### src/hw/rtl/pss_pkg.sv
// Shared types, character codes and helpers for the printf spec parser.
package pss_pkg;

  localparam int unsigned CharW  = 8;
  localparam int unsigned FlagW  = 5;
  localparam int unsigned LenW   = 6;
  localparam int unsigned NumW   = 16;
  localparam logic [NumW-1:0] NumMax = '1;

  localparam logic [CharW-1:0] CH_NUL   = 8'h00;
  localparam logic [CharW-1:0] CH_MINUS = 8'h2d;
  localparam logic [CharW-1:0] CH_PLUS  = 8'h2b;
  localparam logic [CharW-1:0] CH_SPACE = 8'h20;
  localparam logic [CharW-1:0] CH_SHARP = 8'h23;
  localparam logic [CharW-1:0] CH_DOT   = 8'h2e;
  localparam logic [CharW-1:0] CH_ZERO  = 8'h30;
  localparam logic [CharW-1:0] CH_NINE  = 8'h39;
  localparam logic [CharW-1:0] CH_Z     = 8'h7a;
  localparam logic [CharW-1:0] CH_J     = 8'h6a;
  localparam logic [CharW-1:0] CH_L     = 8'h6c;
  localparam logic [CharW-1:0] CH_H     = 8'h68;

  // flag bit positions
  localparam int unsigned F_MINUS = 0;
  localparam int unsigned F_PLUS  = 1;
  localparam int unsigned F_SPACE = 2;
  localparam int unsigned F_SHARP = 3;
  localparam int unsigned F_ZERO  = 4;

  // length modifier bit positions
  localparam int unsigned L_H  = 0;
  localparam int unsigned L_HH = 1;
  localparam int unsigned L_L  = 2;
  localparam int unsigned L_LL = 3;
  localparam int unsigned L_J  = 4;
  localparam int unsigned L_Z  = 5;

  typedef enum logic [1:0] {
    PEND_NONE = 2'd0,
    PEND_L    = 2'd1,
    PEND_H    = 2'd2
  } pend_e;

  typedef struct packed {
    logic [FlagW-1:0] flags;
    logic [LenW-1:0]  length;
    logic [NumW-1:0]  width;
    logic             dot;
    logic [NumW-1:0]  prec;
    logic             in_prec;
    logic             in_width;
    pend_e            pending;
  } pss_state_t;

  typedef struct packed {
    logic [CharW-1:0] conv_type;
    logic [FlagW-1:0] flag_bits;
    logic [LenW-1:0]  length_bits;
    logic [NumW-1:0]  field_width;
    logic             has_precision;
    logic [NumW-1:0]  precision;
  } pss_rec_t;

  typedef struct packed {
    logic       emit;
    pss_state_t nxt;
    pss_rec_t   rec;
  } pss_step_t;

  // acc * 10 + digit, saturated to the 16-bit range
  function automatic logic [NumW-1:0] add_digit(logic [NumW-1:0] acc, logic [3:0] d);
    logic [NumW+3:0] v;
    v = {1'b0, acc, 3'b000} + {3'b000, acc, 1'b0} + {{NumW{1'b0}}, d};
    return (v[NumW+3:NumW] != '0) ? NumMax : v[NumW-1:0];
  endfunction

endpackage

### src/hw/rtl/pss_if.sv
// Valid/ready channels: format characters in, conversion records out.
interface pss_ch_if;
  logic       valid;
  logic       ready;
  logic [7:0] ch;

  modport source (output valid, output ch, input ready);
  modport sink   (input valid, input ch, output ready);
endinterface

interface pss_spec_if;
  logic        valid;
  logic        ready;
  logic [7:0]  conv_type;
  logic [4:0]  flag_bits;
  logic [5:0]  length_bits;
  logic [15:0] field_width;
  logic        has_precision;
  logic [15:0] precision;

  modport source (output valid, output conv_type, output flag_bits, output length_bits,
                  output field_width, output has_precision, output precision,
                  input ready);
  modport sink   (input valid, input conv_type, input flag_bits, input length_bits,
                  input field_width, input has_precision, input precision,
                  output ready);
endinterface

### src/hw/rtl/pss_step.sv
// Combinational parse step: one character against the current spec state.
module pss_step import pss_pkg::*; (
  input  logic [CharW-1:0] ch_i,
  input  pss_state_t       st_i,
  output pss_step_t        step_o
);

  logic       cont;
  logic       is_digit;
  pss_state_t nxt;
  pss_rec_t   rec;
  logic       emit;

  assign is_digit = (ch_i >= CH_ZERO) && (ch_i <= CH_NINE);

  always_comb begin
    nxt  = st_i;
    emit = 1'b0;
    cont = 1'b1;
    nxt.pending = PEND_NONE;

    // resolve a modifier letter held from the previous beat
    case (st_i.pending)
      PEND_L: begin
        if (ch_i == CH_L) begin
          nxt.length[L_LL] = 1'b1;
          cont = 1'b0;
        end else begin
          nxt.length[L_L] = 1'b1;
        end
      end
      PEND_H: begin
        if (ch_i == CH_H) begin
          nxt.length[L_HH] = 1'b1;
          cont = 1'b0;
        end else begin
          nxt.length[L_H] = 1'b1;
        end
      end
      default: ;
    endcase

    if (cont) begin
      if (is_digit) begin
        if (st_i.in_prec) begin
          nxt.prec = add_digit(st_i.prec, ch_i[3:0]);
        end else if ((ch_i != CH_ZERO) || st_i.in_width) begin
          nxt.width    = add_digit(st_i.width, ch_i[3:0]);
          nxt.in_width = 1'b1;
        end else begin
          nxt.flags[F_ZERO] = 1'b1;
        end
      end else begin
        nxt.in_width = 1'b0;
        nxt.in_prec  = 1'b0;
        case (ch_i)
          CH_MINUS: nxt.flags[F_MINUS] = 1'b1;
          CH_PLUS:  nxt.flags[F_PLUS]  = 1'b1;
          CH_SPACE: nxt.flags[F_SPACE] = 1'b1;
          CH_SHARP: nxt.flags[F_SHARP] = 1'b1;
          CH_DOT: begin
            nxt.dot     = 1'b1;
            nxt.prec    = '0;
            nxt.in_prec = 1'b1;
          end
          CH_Z:     nxt.length[L_Z] = 1'b1;
          CH_J:     nxt.length[L_J] = 1'b1;
          CH_L:     nxt.pending = PEND_L;
          CH_H:     nxt.pending = PEND_H;
          default:  emit = 1'b1;
        endcase
      end
    end

    rec.conv_type     = ch_i;
    rec.flag_bits     = nxt.flags;
    rec.length_bits   = nxt.length;
    rec.field_width   = nxt.width;
    rec.has_precision = nxt.dot;
    rec.precision     = nxt.prec;

    if (emit) begin
      nxt = '0;
    end

    step_o.emit = emit;
    step_o.nxt  = nxt;
    step_o.rec  = rec;
  end

endmodule

### src/hw/rtl/pss_out_reg.sv
// Result register driving the record channel.
module pss_out_reg import pss_pkg::*; (
  input  logic         clk_i,
  input  logic         rst_ni,
  input  logic         load_i,
  input  pss_rec_t     rec_i,
  output logic         free_o,
  pss_spec_if.source   spec_o
);

  logic     valid_q;
  pss_rec_t rec_q;

  assign free_o = !valid_q || spec_o.ready;

  always_ff @(posedge clk_i or negedge rst_ni) begin
    if (!rst_ni) begin
      valid_q <= 1'b0;
    end else if (free_o) begin
      valid_q <= load_i;
    end
  end

  always_ff @(posedge clk_i) begin
    if (free_o && load_i) begin
      rec_q <= rec_i;
    end
  end

  assign spec_o.valid         = valid_q;
  assign spec_o.conv_type     = rec_q.conv_type;
  assign spec_o.flag_bits     = rec_q.flag_bits;
  assign spec_o.length_bits   = rec_q.length_bits;
  assign spec_o.field_width   = rec_q.field_width;
  assign spec_o.has_precision = rec_q.has_precision;
  assign spec_o.precision     = rec_q.precision;

endmodule

### src/hw/rtl/printf_spec_parser.sv
// printf conversion spec parser: top level.
// Takes one format character per beat (the text after a percent sign) and returns
// one record per conversion: type character, flag bits, length modifier bits,
// saturated width and precision. A character is accepted every cycle unless the
// input stalls; it is held in an input register while the combinational parse step
// updates the spec state, and a terminating character's record is then loaded into
// the result register, which presents it on the record channel.
// Input stalls only when a record is due while the result register is still full.
module printf_spec_parser import pss_pkg::*; (
  input  logic       clk_i,
  input  logic       rst_ni,
  pss_ch_if.sink     ch_i,
  pss_spec_if.source spec_o
);

  logic             s1_valid_q;
  logic [CharW-1:0] s1_ch_q;
  pss_state_t       state_q;
  pss_step_t        step;
  logic             out_free;
  logic             s1_adv;

  pss_step u_step (
    .ch_i   (s1_ch_q),
    .st_i   (state_q),
    .step_o (step)
  );

  pss_out_reg u_out (
    .clk_i  (clk_i),
    .rst_ni (rst_ni),
    .load_i (s1_adv && step.emit),
    .rec_i  (step.rec),
    .free_o (out_free),
    .spec_o (spec_o)
  );

  assign s1_adv     = s1_valid_q && (!step.emit || out_free);
  assign ch_i.ready = !s1_valid_q || s1_adv;

  always_ff @(posedge clk_i or negedge rst_ni) begin
    if (!rst_ni) begin
      s1_valid_q <= 1'b0;
      state_q    <= '0;
    end else begin
      if (ch_i.ready) begin
        s1_valid_q <= ch_i.valid;
      end
      if (s1_adv) begin
        state_q <= step.nxt;
      end
    end
  end

  always_ff @(posedge clk_i) begin
    if (ch_i.ready && ch_i.valid) begin
      s1_ch_q <= ch_i.ch;
    end
  end

endmodule

### src/flat_wrapper.sv
// flat-port wrapper written by rule: the top's interface ports become plain ports
module printf_spec_parser_flat import pss_pkg::*;
  (clk_i, rst_ni, ch_i_valid, ch_i_ch, ch_i_ready, spec_o_valid, spec_o_conv_type, spec_o_flag_bits, spec_o_length_bits, spec_o_field_width, spec_o_has_precision, spec_o_precision, spec_o_ready);
  pss_ch_if ch_i_i ();
  pss_spec_if spec_o_i ();
  input  logic clk_i;
  input  logic rst_ni;
  input wire logic [$bits(ch_i_i.valid)-1:0] ch_i_valid;
  input wire logic [$bits(ch_i_i.ch)-1:0] ch_i_ch;
  output wire logic [$bits(ch_i_i.ready)-1:0] ch_i_ready;
  output wire logic [$bits(spec_o_i.valid)-1:0] spec_o_valid;
  output wire logic [$bits(spec_o_i.conv_type)-1:0] spec_o_conv_type;
  output wire logic [$bits(spec_o_i.flag_bits)-1:0] spec_o_flag_bits;
  output wire logic [$bits(spec_o_i.length_bits)-1:0] spec_o_length_bits;
  output wire logic [$bits(spec_o_i.field_width)-1:0] spec_o_field_width;
  output wire logic [$bits(spec_o_i.has_precision)-1:0] spec_o_has_precision;
  output wire logic [$bits(spec_o_i.precision)-1:0] spec_o_precision;
  input wire logic [$bits(spec_o_i.ready)-1:0] spec_o_ready;
  assign ch_i_i.valid = ch_i_valid;
  assign ch_i_i.ch = ch_i_ch;
  assign ch_i_ready = ch_i_i.ready;
  assign spec_o_valid = spec_o_i.valid;
  assign spec_o_conv_type = spec_o_i.conv_type;
  assign spec_o_flag_bits = spec_o_i.flag_bits;
  assign spec_o_length_bits = spec_o_i.length_bits;
  assign spec_o_field_width = spec_o_i.field_width;
  assign spec_o_has_precision = spec_o_i.has_precision;
  assign spec_o_precision = spec_o_i.precision;
  assign spec_o_i.ready = spec_o_ready;
  printf_spec_parser u_core (.clk_i(clk_i), .rst_ni(rst_ni), .ch_i(ch_i_i), .spec_o(spec_o_i));
endmodule
### config.mk
export PLATFORM = sky130hd
export DESIGN_NAME = printf_spec_parser_flat
export DESIGN_NICKNAME = d
export VERILOG_FILES = /design/src/hw/rtl/pss_pkg.sv /design/src/hw/rtl/pss_if.sv /design/src/hw/rtl/pss_step.sv /design/src/hw/rtl/pss_out_reg.sv /design/src/hw/rtl/printf_spec_parser.sv /design/src/flat_wrapper.sv
export SDC_FILE = /design/constraint.sdc
export NUM_CORES = 1
export LEC_CHECK = 0
export ABC_AREA = 1
export BUFFER_PORTS_ARGS = -buffer_cell sky130_fd_sc_hd__buf_2
export CAP_MARGIN = 40
export CORE_MARGIN = 2
export CORE_UTILIZATION = 40
export DETAILED_ROUTE_END_ITERATION = 16
export SLEW_MARGIN = 10
export SYNTH_ARGS = -nofsm -noshare
export SYNTH_HDL_FRONTEND = slang
export SYNTH_SLANG_ARGS = --single-unit
### constraint.sdc
create_clock -name clk_i -period 8.34 [get_ports clk_i]
set_input_delay 1.251 -clock clk_i [delete_from_list [all_inputs] [get_ports clk_i]]
set_output_delay 1.251 -clock clk_i [all_outputs]
set_load 0.02 [all_outputs]
==> metrics.cfg, run 1 <==
[sta]
hold_viol = 0
tightestPinTransition_ps = 788
slew_viol_final = 0
timing.fmax_ghz = 0.276
post-route-period-util_pct = 43.4
post-route-min-period_ps = 3620
rsz0062_at_grt = no
slew-limit-headroom_pct = 47.5
fin_skew_ps = 7.68
setup_tns_ps = 0
finalSetupViolations = 0

[logic_synthesis]
synth_edf_count = 60
synth-seq-cells = 110
avgSynthCellArea_sq_um = 7.62
synthDistinctLibCells = 40
synth-main-ff-cell = edfxtp_1
yosys_warnings = 0
async_reset_ff_share_pct = 45.5
syn_area_sq_mm = 0.00753
yosysSeqAreaShare_pct = 40.6
synth_fp_nets = 1068
synthCells = 988

[routing]
wl_per_cell_um = 14.0
antenna_left = 0
routed_wl_mm = 17.9
drc = 0
drt_first_pass_iters = 5
vias = 6223
drtIter0Drc = 374
viasPerCell = 4.85

[cts]
cts_resized = 0
cts_buffers = 9
cts_setup_buffers = 0
cts_tree = done
clkSlewWorstSetupHoldPaths_ps = 80
cts.sinks = 110
cts_root_buffer = clkbuf_16
cts.htree.levels = 3
clk_latency_ps = 360
cts_hold_buf = 0
clock_tree.buffer_depth = 2

[critical_path]
critPathCaptureType = primary output
crit_required_ps = 7090
worst_ep_arrival_time_ps = 2370
path_max_fanout = 8
critPathLaunchType = register
crit_type = register to primary output

[die]
start_util_pct = 40.5
core_sq_mm = 0.0186
dieArea_sq_mm = 0.0199
die_w_um = 141
ioPinCount = 66
die_y_um = 141
placementRows = 50

[final_layout]
antenna_cells = 0
filler_cell_count = 1887
layout-drive-gt1-share_pct = 11.5
fin_nets = 1125
syn_to_final_growth_pct = 10.9

[grt]
grt_max_degree = 51
grt_overflow = 0
antenna_found_initial = 0
grt_pass1_wl_mm = 29.5
grtUsageTotal_pct = 18.4
grt_pass1_vias = 5940

[pwr]
power.density_mw_per_mm2 = 157
vdd_drop_max_uv = 91.4
power_leakage_nw = 4.62
finalPower_mw = 1.31

[job]
drv_cap = 0

[placement]
gp_congestion = 0.885
dpl.hpwl_mm = 13.4
io_buffers = 65

[run_status]
outcome = finished, final reports clean

[min_path]
hp-class = register to register

[cells in the final DEF (no fill, tap or decap), types with 12 or more instances in the layout]
| cell type | Yosys | final |
|---|---|---|
| nand2_1 | 348 | 348 |
| inv_1 | 110 | 109 |
| nor2_1 | 96 | 96 |
| nand3_1 | 91 | 91 |
| buf_2 | 8 | 65 |
| ha_1 | 64 | 64 |
| edfxtp_1 | 60 | 60 |
| dfrtp_1 | 50 | 50 |
| a21oi_1 | 37 | 37 |
| inv_2 | 12 | 13 |
| o21ai_0 | 12 | 12 |
| xor2_1 | 12 | 12 |
[worst max-delay path, cell delays in order, from the launching register on]
cell	delay [ps]
edfxtp_1	550
inv_2	140
nand2_2	100
inv_2	50
nand3_2	80
nand2_1	110
nand3b_4	170
nand2_2	90
nor2_4	220
nand3_1	230
buf_2	260
[cell families (layout without fill, tap and decap cells)]
family	count (synthesis)	after routing	share of synthesized area, %
AOI/OAI and AO/OA	67	67	4.92
xor gates and xnor gates	13	13	1.51
adders and majority gates	68	68	11.7
buffers and inverters	146	208	8.06
DFF	110	110	40.6
and+or+nand+nor	584	584	33.2
[power by group]
| part | internal [mW] | switching (mW) |
|---|---|---|
| Clock | 0.235 | 0.202 |
| Sequential | 0.634 | 0.0254 |
| Combinational | 0.0554 | 0.157 |
[area by class of cell]
| class | count | area [sq um] | area share (%) |
|---|---|---|---|
| Tap cell | 234 | 293 | 3.51 |
| Timing Repair Buffer | 68 | 373 | 4.47 |
| Inverter | 124 | 465 | 5.58 |
| Clock inverter | 7 | 72.6 | 0.869 |
| Clock buffer | 9 | 225 | 2.70 |
| Sequential cell | 110 | 3050 | 36.6 |
| Multi-Input combinational cell | 732 | 3870 | 46.3 |
[metrics by stage]
stage | util [%] | hold slack [ps] | cell area (sq um) | instances | setup WS [ps]
2_1_floorplan | - | 428 | 7530 | 988 | 5370
5_1_grt | 44.9 | 497 | 8350 | 1284 | 4560
6_report | 44.9 | 467 | 8350 | 1284 | 4720
3_5_place_dp | 43.3 | 458 | 8050 | 1268 | 4970
4_1_cts | 44.9 | 476 | 8350 | 1284 | 4700
3_3_place_gp | 43.1 | 447 | 8010 | 1266 | 5020
[final timing paths]
kind                       cells past startpoint                                 end          startpoint  slack, ps
max                                           10                          ch_i_ready   u_core.s1_ch_q[1]       4720
min                                            2                  u_core.state_q[43]  u_core.state_q[43]        470
max reg2reg                                   13  u_core.u_out.spec_o.field_width[1]   u_core.s1_ch_q[3]       4970
min reg2reg                                    2                  u_core.state_q[43]  u_core.state_q[43]        470
max in group asynchronous                      2                  u_core.state_q[25]              rst_ni       6840
min in group asynchronous                      2                  u_core.state_q[18]              rst_ni       1010
[sequential cells by signal, indices dropped and copies added (netlist names)]
name,count
u_core.s1_ch_q,8
u_core.u_out.spec_o.has_precision,1
u_core.u_out.spec_o.flag_bits,5
u_core.state_q,48
u_core.u_out.spec_o.valid,1
u_core.u_out.spec_o.length_bits,6
u_core.u_out.spec_o.field_width,16
u_core.u_out.spec_o.conv_type,8
u_core.s1_valid_q,1
u_core.u_out.spec_o.precision,16
[cells in the mapped netlist (2+ instances only)]
| cell | instances | area share, % |
|---|---|---|
| nor3_1 | 7 | 0.47 |
| nor2_1 | 96 | 4.8 |
| nor2_2 | 3 | 0.25 |
| nand2_4 | 2 | 0.30 |
| or2_1 | 9 | 0.75 |
| dfrtp_1 | 50 | 17 |
| buf_2 | 8 | 0.53 |
| and2_1 | 4 | 0.33 |
| clkbuf_1 | 3 | 0.15 |
| inv_1 | 110 | 5.5 |
| nand3_1 | 91 | 6.1 |
| o21bai_1 | 6 | 0.60 |
| buf_4 | 5 | 0.50 |
| nand2_1 | 348 | 17 |
| fa_1 | 4 | 1.1 |
| o21ai_0 | 12 | 0.80 |
| nand3_2 | 2 | 0.27 |
| nand4_1 | 4 | 0.33 |
| buf_1 | 2 | 0.10 |
| nor2_4 | 4 | 0.60 |
| or2_2 | 7 | 0.58 |
| o21ai_2 | 2 | 0.23 |
| a21o_1 | 3 | 0.30 |
| nand2_2 | 2 | 0.17 |
| clkinv_1 | 2 | 0.10 |
| inv_2 | 12 | 0.60 |
| edfxtp_1 | 60 | 24 |
| buf_6 | 4 | 0.60 |
| a21oi_1 | 37 | 2.5 |
| o21ai_1 | 5 | 0.33 |
| xor2_1 | 12 | 1.4 |
| ha_1 | 64 | 11 |
[routing by layer]
metal  up-vias  track usage, %  wire (um)
li1       3268               -          -
met1      2847            25.2       8730
met2        93            30.9       8500
met3        15            2.68        524
met4         0            4.16        190
met5         -               0          0
Note: power is estimated with default switching activity, not from simulation.
==> run 2: changes to the inputs <==
Settings changed: ABC_AREA 1 to 0.
Clock period 8.34 ns to 3.4 ns, I/O delays scaled along.
==> run 2 against run 1 <==
  * The run now ends with negative setup slack left
  * Sequential share of layout area decreased by 4.1 points
  * Hold slack got worse by 200 ps
  * Clock power increased to 2.5 times the previous value
  * First-iteration DRC count increased by 32%
  * Combinational power increased by 130%
  * Count of clock-buffer cells in the layout unchanged
  * Critical path type is now register to register
==> metrics.cfg, run 2 <==
[run_status]
outcome = finished, violations left
violations = negative setup slack

[die]
die_y_um = 137
start_util_pct = 41.0
ioPinCount = 66
placementRows = 48
core_sq_mm = 0.0174
dieArea_sq_mm = 0.0189
die_w_um = 137

[sta]
whs_ps = 270
tightestPinTransition_ps = 927
post-route-period-util_pct = 103
hold_viol = 0
slew_viol_final = 0
rsz0062_at_grt = yes
fin_skew_ps = 12.8
timing.fmax_ghz = 0.287
worst_slack_ps = -86.9
setup_tns_ps = -855
slew-limit-headroom_pct = 38.0
post-route-min-period_ps = 3490
finalSetupViolations = 23

[logic_synthesis]
synth-main-ff-cell = edfxtp_1
synth_edf_count = 60
yosys_warnings = 0
yosysSeqAreaShare_pct = 42.9
yosys.area.top_type = edfxtp_1
synth-seq-cells = 110
yosys-top-cells-area = edfxtp_1, dfrtp_1, ha_1
synth_commonest_cells = ha_1, edfxtp_1, nor2_1
yosysMostFrequentCell = ha_1
syn_area_sq_mm = 0.00712
synthDominantCellAreaShare_pct = 25.3
async_reset_ff_share_pct = 45.5
synthCells = 683
synthDistinctLibCells = 78
avgSynthCellArea_sq_um = 10.4
synth_fp_nets = 763

[grt]
grt_overflow = 0
grt_max_degree = 60
grt_pass1_wl_mm = 30.2
antenna_found_initial = 0
grtUsageTotal_pct = 20.7
grt_pass1_vias = 5809

[critical_path]
timing.reg2reg.worst_path_depth = 15
crit_required_ps = 3520
path_max_fanout = 24
critPathLaunchType = register
worst_ep_arrival_time_ps = 3610
r2r-end = u_core.u_out.spec_o.precision[1]
r2r-start = u_core.state_q[4]
crit_type = register to register
r2r_slack_ps = -90
critPathCaptureType = register

[routing]
routed_wl_mm = 20.4
viasPerCell = 5.83
wl_per_cell_um = 19.4
drc = 0
vias = 6128
drt_first_pass_iters = 5
drtIter0Drc = 492
antenna_left = 0

[cts]
clk_latency_ps = 370
cts_tree = done
clkSlewWorstSetupHoldPaths_ps = 80
cts_hold_buf = 0
cts.htree.levels = 3
cts.sinks = 110
cts_root_buffer = clkbuf_16
clock_tree.buffer_depth = 2
cts_buffers = 9

[placement]
post-place-cells = 1005
pre_cts_slack_ps = -155
io_buffers = 65
dpl.hpwl_mm = 14.2
placed_area_sq_mm = 0.00811
gp_congestion = 0.913

[final_layout]
final_cell_mix = buf_4, buf_2, ha_1, edfxtp_1, nor2_1
fin_area_sq_mm = 0.00940
fin_util_pct = 54.2
antenna_cells = 0
final-instance-count-excl-fill = 1051
fin_nets = 901
syn_to_final_growth_pct = 32.1
filler_cell_count = 1502
layout_commonest_cell = buf_4
layout-drive-gt1-share_pct = 33.9
top_register = u_core.state_q
largest_reg_flops = 48

[job]
drv_cap = 0

[pwr]
vdd_drop_max_uv = 339
power_leakage_nw = 4.29
finalPower_mw = 3.15
internal_power_mw = 2.24
switching_share_pct = 28.8
comb_power_share_pct = 15.7
pwr-share-clk_pct = 34.9
power.density_mw_per_mm2 = 335
seqPwrFrac_pct = 49.3
p_sw_uw = 906

[min_path]
hp-class = input pin to asynchronous set/reset pin

-- run 2: cell count changes in the layout (fill, tap and decap cells not counted), sizes merged, moves of 13 or more --
cell / delta
inv: -106
o21ai: +22
xnor2: +13
o31ai: +20
a2111oi: +15
buf: +85
nand3: -80
nor2: -44
nand2: -306
nor4: +19
a21o: +20
-- run 2: critical path: stages (launching register included) --
cell and delay [ps]:
dfrtp_1 360, inv_2 40, fa_1 560, inv_2 50, ha_1 320, a211oi_2 220
nor2_1 100, o311ai_1 240, buf_4 180, a21oi_1 70, mux2_2 250, nand4_1 120
buf_6 170, buf_12 180, nor4_1 230, o21ai_1 120
-- run 2: logic make-up (layout without fill, tap and decap cells) --
| group | count (synthesis) | after routing | synth area share, % |
|---|---|---|---|
| flops | 110 | 110 | 42.9 |
| mux | 2 | 2 | 0.299 |
| xor+xnor | 23 | 24 | 2.83 |
| fa+ha+maj | 68 | 68 | 12.4 |
| compound gates | 217 | 218 | 22.6 |
| simple gates | 216 | 216 | 16.0 |
| buf+inv | 47 | 188 | 3.02 |
-- run 2: final cells by class --
cell class	instances	area [sq um]	area share, %
Clock buffer	9	225	2.40
Clock inverter	7	85.1	0.905
Inverter	17	63.8	0.679
Multi-Input combinational cell	528	4550	48.4
Sequential cell	110	3050	32.5
Tap cell	225	282	2.99
Timing Repair Buffer	155	1140	12.2
-- run 2: how the worst max path moves through the flow --
stage / startpoint / endpoint / slack (ps)
after floorplan: u_core.s1_ch_q[3] / u_core.u_out.spec_o.precision[5] / 10
after global placement: u_core.state_q[4] / u_core.u_out.spec_o.precision[6] / -150
after detailed placement: u_core.s1_ch_q[3] / u_core.u_out.spec_o.precision[6] / -150
after CTS: u_core.s1_ch_q[3] / u_core.u_out.spec_o.precision[6] / -60
after global routing: u_core.s1_ch_q[3] / u_core.state_q[34] / -260
final: u_core.state_q[4] / u_core.u_out.spec_o.precision[1] / -90
-- run 2: power groups by stage --
stage / Sequential, mW / Clock (mW) / Combinational, mW
2_1_floorplan: 1.68 / 0 / 0.174
3_3_place_gp: 1.58 / 0 / 0.450
3_5_place_dp: 1.58 / 0 / 0.454
4_1_cts: 1.55 / 1.11 / 0.458
5_1_grt: 1.56 / 1.16 / 0.533
6_report: 1.55 / 1.10 / 0.496
-- run 2: routing by layer --
| layer | vias up | part of all wire (%) | track usage (%) |
|---|---|---|---|
| met3 | 32 | 4.0 | 2.50 |
| met4 | 0 | 2.6 | 8.25 |
| met5 | - | 0 | 0 |
| met1 | 3014 | 43 | 26.2 |
| met2 | 173 | 51 | 35.7 |
| li1 | 2909 | - | - |
-- run 2: timing repair --
item / in CTS / in global routing
resized for setup: 15 / 113
setup endpoints to repair: 31 / 64
pin swaps: 7 / 40
gates cloned: 0 / 5
setup buffers: 8 / 17
==> run 3: changes to the inputs <==
Settings changed: GPL_TIMING_DRIVEN set to 1, REMOVE_ABC_BUFFERS set to 1, SYNTH_HIERARCHICAL set to 1.
==> run 3 against run 2 <==
  * Largest cell class unchanged
  * Final area is 0.12% lower
  * The run still ends with negative setup slack left
  * Hold slack worse by 170 ps
  * Wire length is 8.3% lower
  * First-iteration DRC count is 38% lower
  * Sequential power hardly changed
  * Critical path type unchanged
  * Register-to-register slack worse by 130 ps
==> metrics.cfg, run 3 <==
[run_status]
outcome = finished, violations left
violations = negative setup slack

[die]
start_util_pct = 41.0
dieArea_sq_mm = 0.0188
ioPinCount = 66
die_w_um = 137
core_sq_mm = 0.0173
placementRows = 48
die_y_um = 137

[final_layout]
largest_reg_flops = 48
layout_commonest_cell = buf_4
antenna_cells = 0
final_cell_mix = buf_4, buf_2, ha_1, edfxtp_1, nor2_1
fin_nets = 888
syn_to_final_growth_pct = 32.3
layout-drive-gt1-share_pct = 41.2
filler_cell_count = 1471
top_register = u_core/state_q

[pwr]
vdd_drop_max_uv = 240
power.density_mw_per_mm2 = 336
power_leakage_nw = 4.40
comb_power_share_pct = 14.5
p_sw_uw = 841
pwr-share-clk_pct = 37.4
seqPwrFrac_pct = 48.1
internal_power_mw = 2.32
switching_share_pct = 26.6
finalPower_mw = 3.16

[logic_synthesis]
synth_edf_count = 60
async_reset_ff_share_pct = 45.5
yosysSeqAreaShare_pct = 43.0
synth_commonest_cells = ha_1, edfxtp_1, nor2_1
avgSynthCellArea_sq_um = 10.9
yosys.area.top_type = edfxtp_1
synthCells = 653
yosys-top-cells-area = edfxtp_1, dfrtp_1, ha_1
synthDistinctLibCells = 65
synth-seq-cells = 110
synthDominantCellAreaShare_pct = 25.4
synth-main-ff-cell = edfxtp_1
yosys_warnings = 6
yosysMostFrequentCell = ha_1
syn_area_sq_mm = 0.00709

[routing]
wl_per_cell_um = 18.1
antenna_left = 0
viasPerCell = 5.58
drt_first_pass_iters = 5
drtIter0Drc = 305
routed_wl_mm = 18.7
drc = 0
vias = 5789

[grt]
grtUsageTotal_pct = 20.1
grt_pass1_wl_mm = 29.4
antenna_found_initial = 0
use_met3_pct = 3.90
grt.busiest_layer = met2
grt_overflow = 0
grt_util_met1_pct = 26.4
grtUsageMet2_pct = 33.2
grt_max_degree = 49
grt_pass1_vias = 5753

[critical_path]
critPathLaunchType = register
crit_required_ps = 3640
critPathCaptureType = register
path_max_fanout = 8
crit_type = register to register
worst_ep_arrival_time_ps = 3860
timing.reg2reg.worst_path_depth = 15
slowest_stage = fa_1
worstSetupPathDepth = 15
critical_path_buf_inv_count = 4
cp_slowest_stage_delay_ps = 460
critical-path-top-delay-family = compound AO/OA/AOI/OAI gates
worstPathCellList = buf_6, fa_1, ha_1, a211o_1, o211ai_1, o211ai_1, o2111ai_2, buf_4, a31oi_4, xor2_2, a211oi_4, buf_6, buf_8, a211oi_2, mux2_4

[sta]
post-route-min-period_ps = 3620
rsz0062_at_grt = yes
hold_viol = 0
timing.fmax_ghz = 0.276
tightestPinTransition_ps = 805
fin_skew_ps = 10.7
setup_tns_ps = -8230
worst_slack_ps = -220
whs_ps = 100
slew-limit-headroom_pct = 46.3
post-route-period-util_pct = 106
finalSetupViolations = 63
slew_viol_final = 0

[placement]
dpl.hpwl_mm = 12.5
io_buffers = 65
gp_congestion = 0.942

[cts]
clock_tree.buffer_depth = 2
clkSlewWorstSetupHoldPaths_ps = 80
cts_hold_buf = 0
cts_tree = done
cts_root_buffer = clkbuf_16
cts_buffers = 9
clk_latency_ps = 360
cts.htree.levels = 3
cts.sinks = 110

[min_path]
hp-class = input pin to asynchronous set/reset pin

[job]
drv_cap = 0

==> run 3: cell types whose count changed after synthesis, sizes merged, moves of 19 or more <==
cell	delta
mux2	+47
a211oi	+24
o21ai	-19
nand2	-20
nor4	-19
a21oi	+19
o31ai	-20
==> run 3: path summary, 6_finish.rpt <==
| check | end | from | slack, ps |
|---|---|---|---|
| max | u_core/state_q[29] | u_core/s1_ch_q[3] | -220 |
| min | u_core/state_q[27] | rst_ni | 100 |
| max reg2reg | u_core/state_q[29] | u_core/s1_ch_q[3] | -220 |
| min reg2reg | u_core/u_out/spec_o.conv_type[5] | u_core/s1_ch_q[5] | 450 |
| max in group asynchronous | u_core/s1_valid_q | rst_ni | 2410 |
| min in group clk_i | u_core/s1_ch_q[5] | ch_i_ch[5] | 320 |
==> run 3: cell type report <==
type                    instances  area [sq um]  area share [%]
inverters                      31           116            1.24
clock buffers                  10           229            2.44
flip-flops and latches        110          3050            32.5
well taps                     225           282            3.00
repair buffers                176          1340            14.3
multi-input cells             480          4270            45.5
clock inverters                 6           100            1.07
==> run 3: timing repair <==
action	4_1_cts	5_1_grt
buffers inserted	20	9
cloned	3	1
endpoints found under the setup margin	65	65
pin swaps	62	27
resized for setup	97	39
==> run 3: metal layers <==
layer | wire [um] | part of all wire [%]
met5 | 0 | 0
met4 | 348 | 1.9
met3 | 974 | 5.2
met2 | 9200 | 49
met1 | 8210 | 44
==> run 3: cells by family (layout without fill, tap and decap cells) <==
logic type               Yosys count  count (layout)  synth area share [%]
AND/OR/NAND/NOR                  168             169                  12.2
adder cells (fa/ha/maj)           68              68                  12.4
AO/OA/AOI/OAI                    166             166                  16.6
buffers and inverters             64             223                  4.51
multiplexers                      52              52                  8.18
XOR/XNOR                          25              25                  3.09
flip-flops                       110             110                  43.0
==> run 3: through the flow <==
step                worst slack [ps]  cells  util, %  instance area [sq um]
floorplan                      -1150    620        -                   6890
global placement                -315    989     47.2                   8170
detailed placement              -445    989     47.2                   8170
CTS                             -272   1028     52.6                   9100
global route                    -357   1038     54.3                   9390
finish                          -220   1038     54.3                   9390
==> run 3: power by group through the flow <==
stage	clock network, mW	logic, mW	registers [mW]
2_1_floorplan	0	0.144	1.63
5_1_grt	1.26	0.488	1.53
3_3_place_gp	0	0.401	1.55
3_5_place_dp	0	0.408	1.55
6_report	1.18	0.457	1.52
4_1_cts	1.21	0.437	1.52
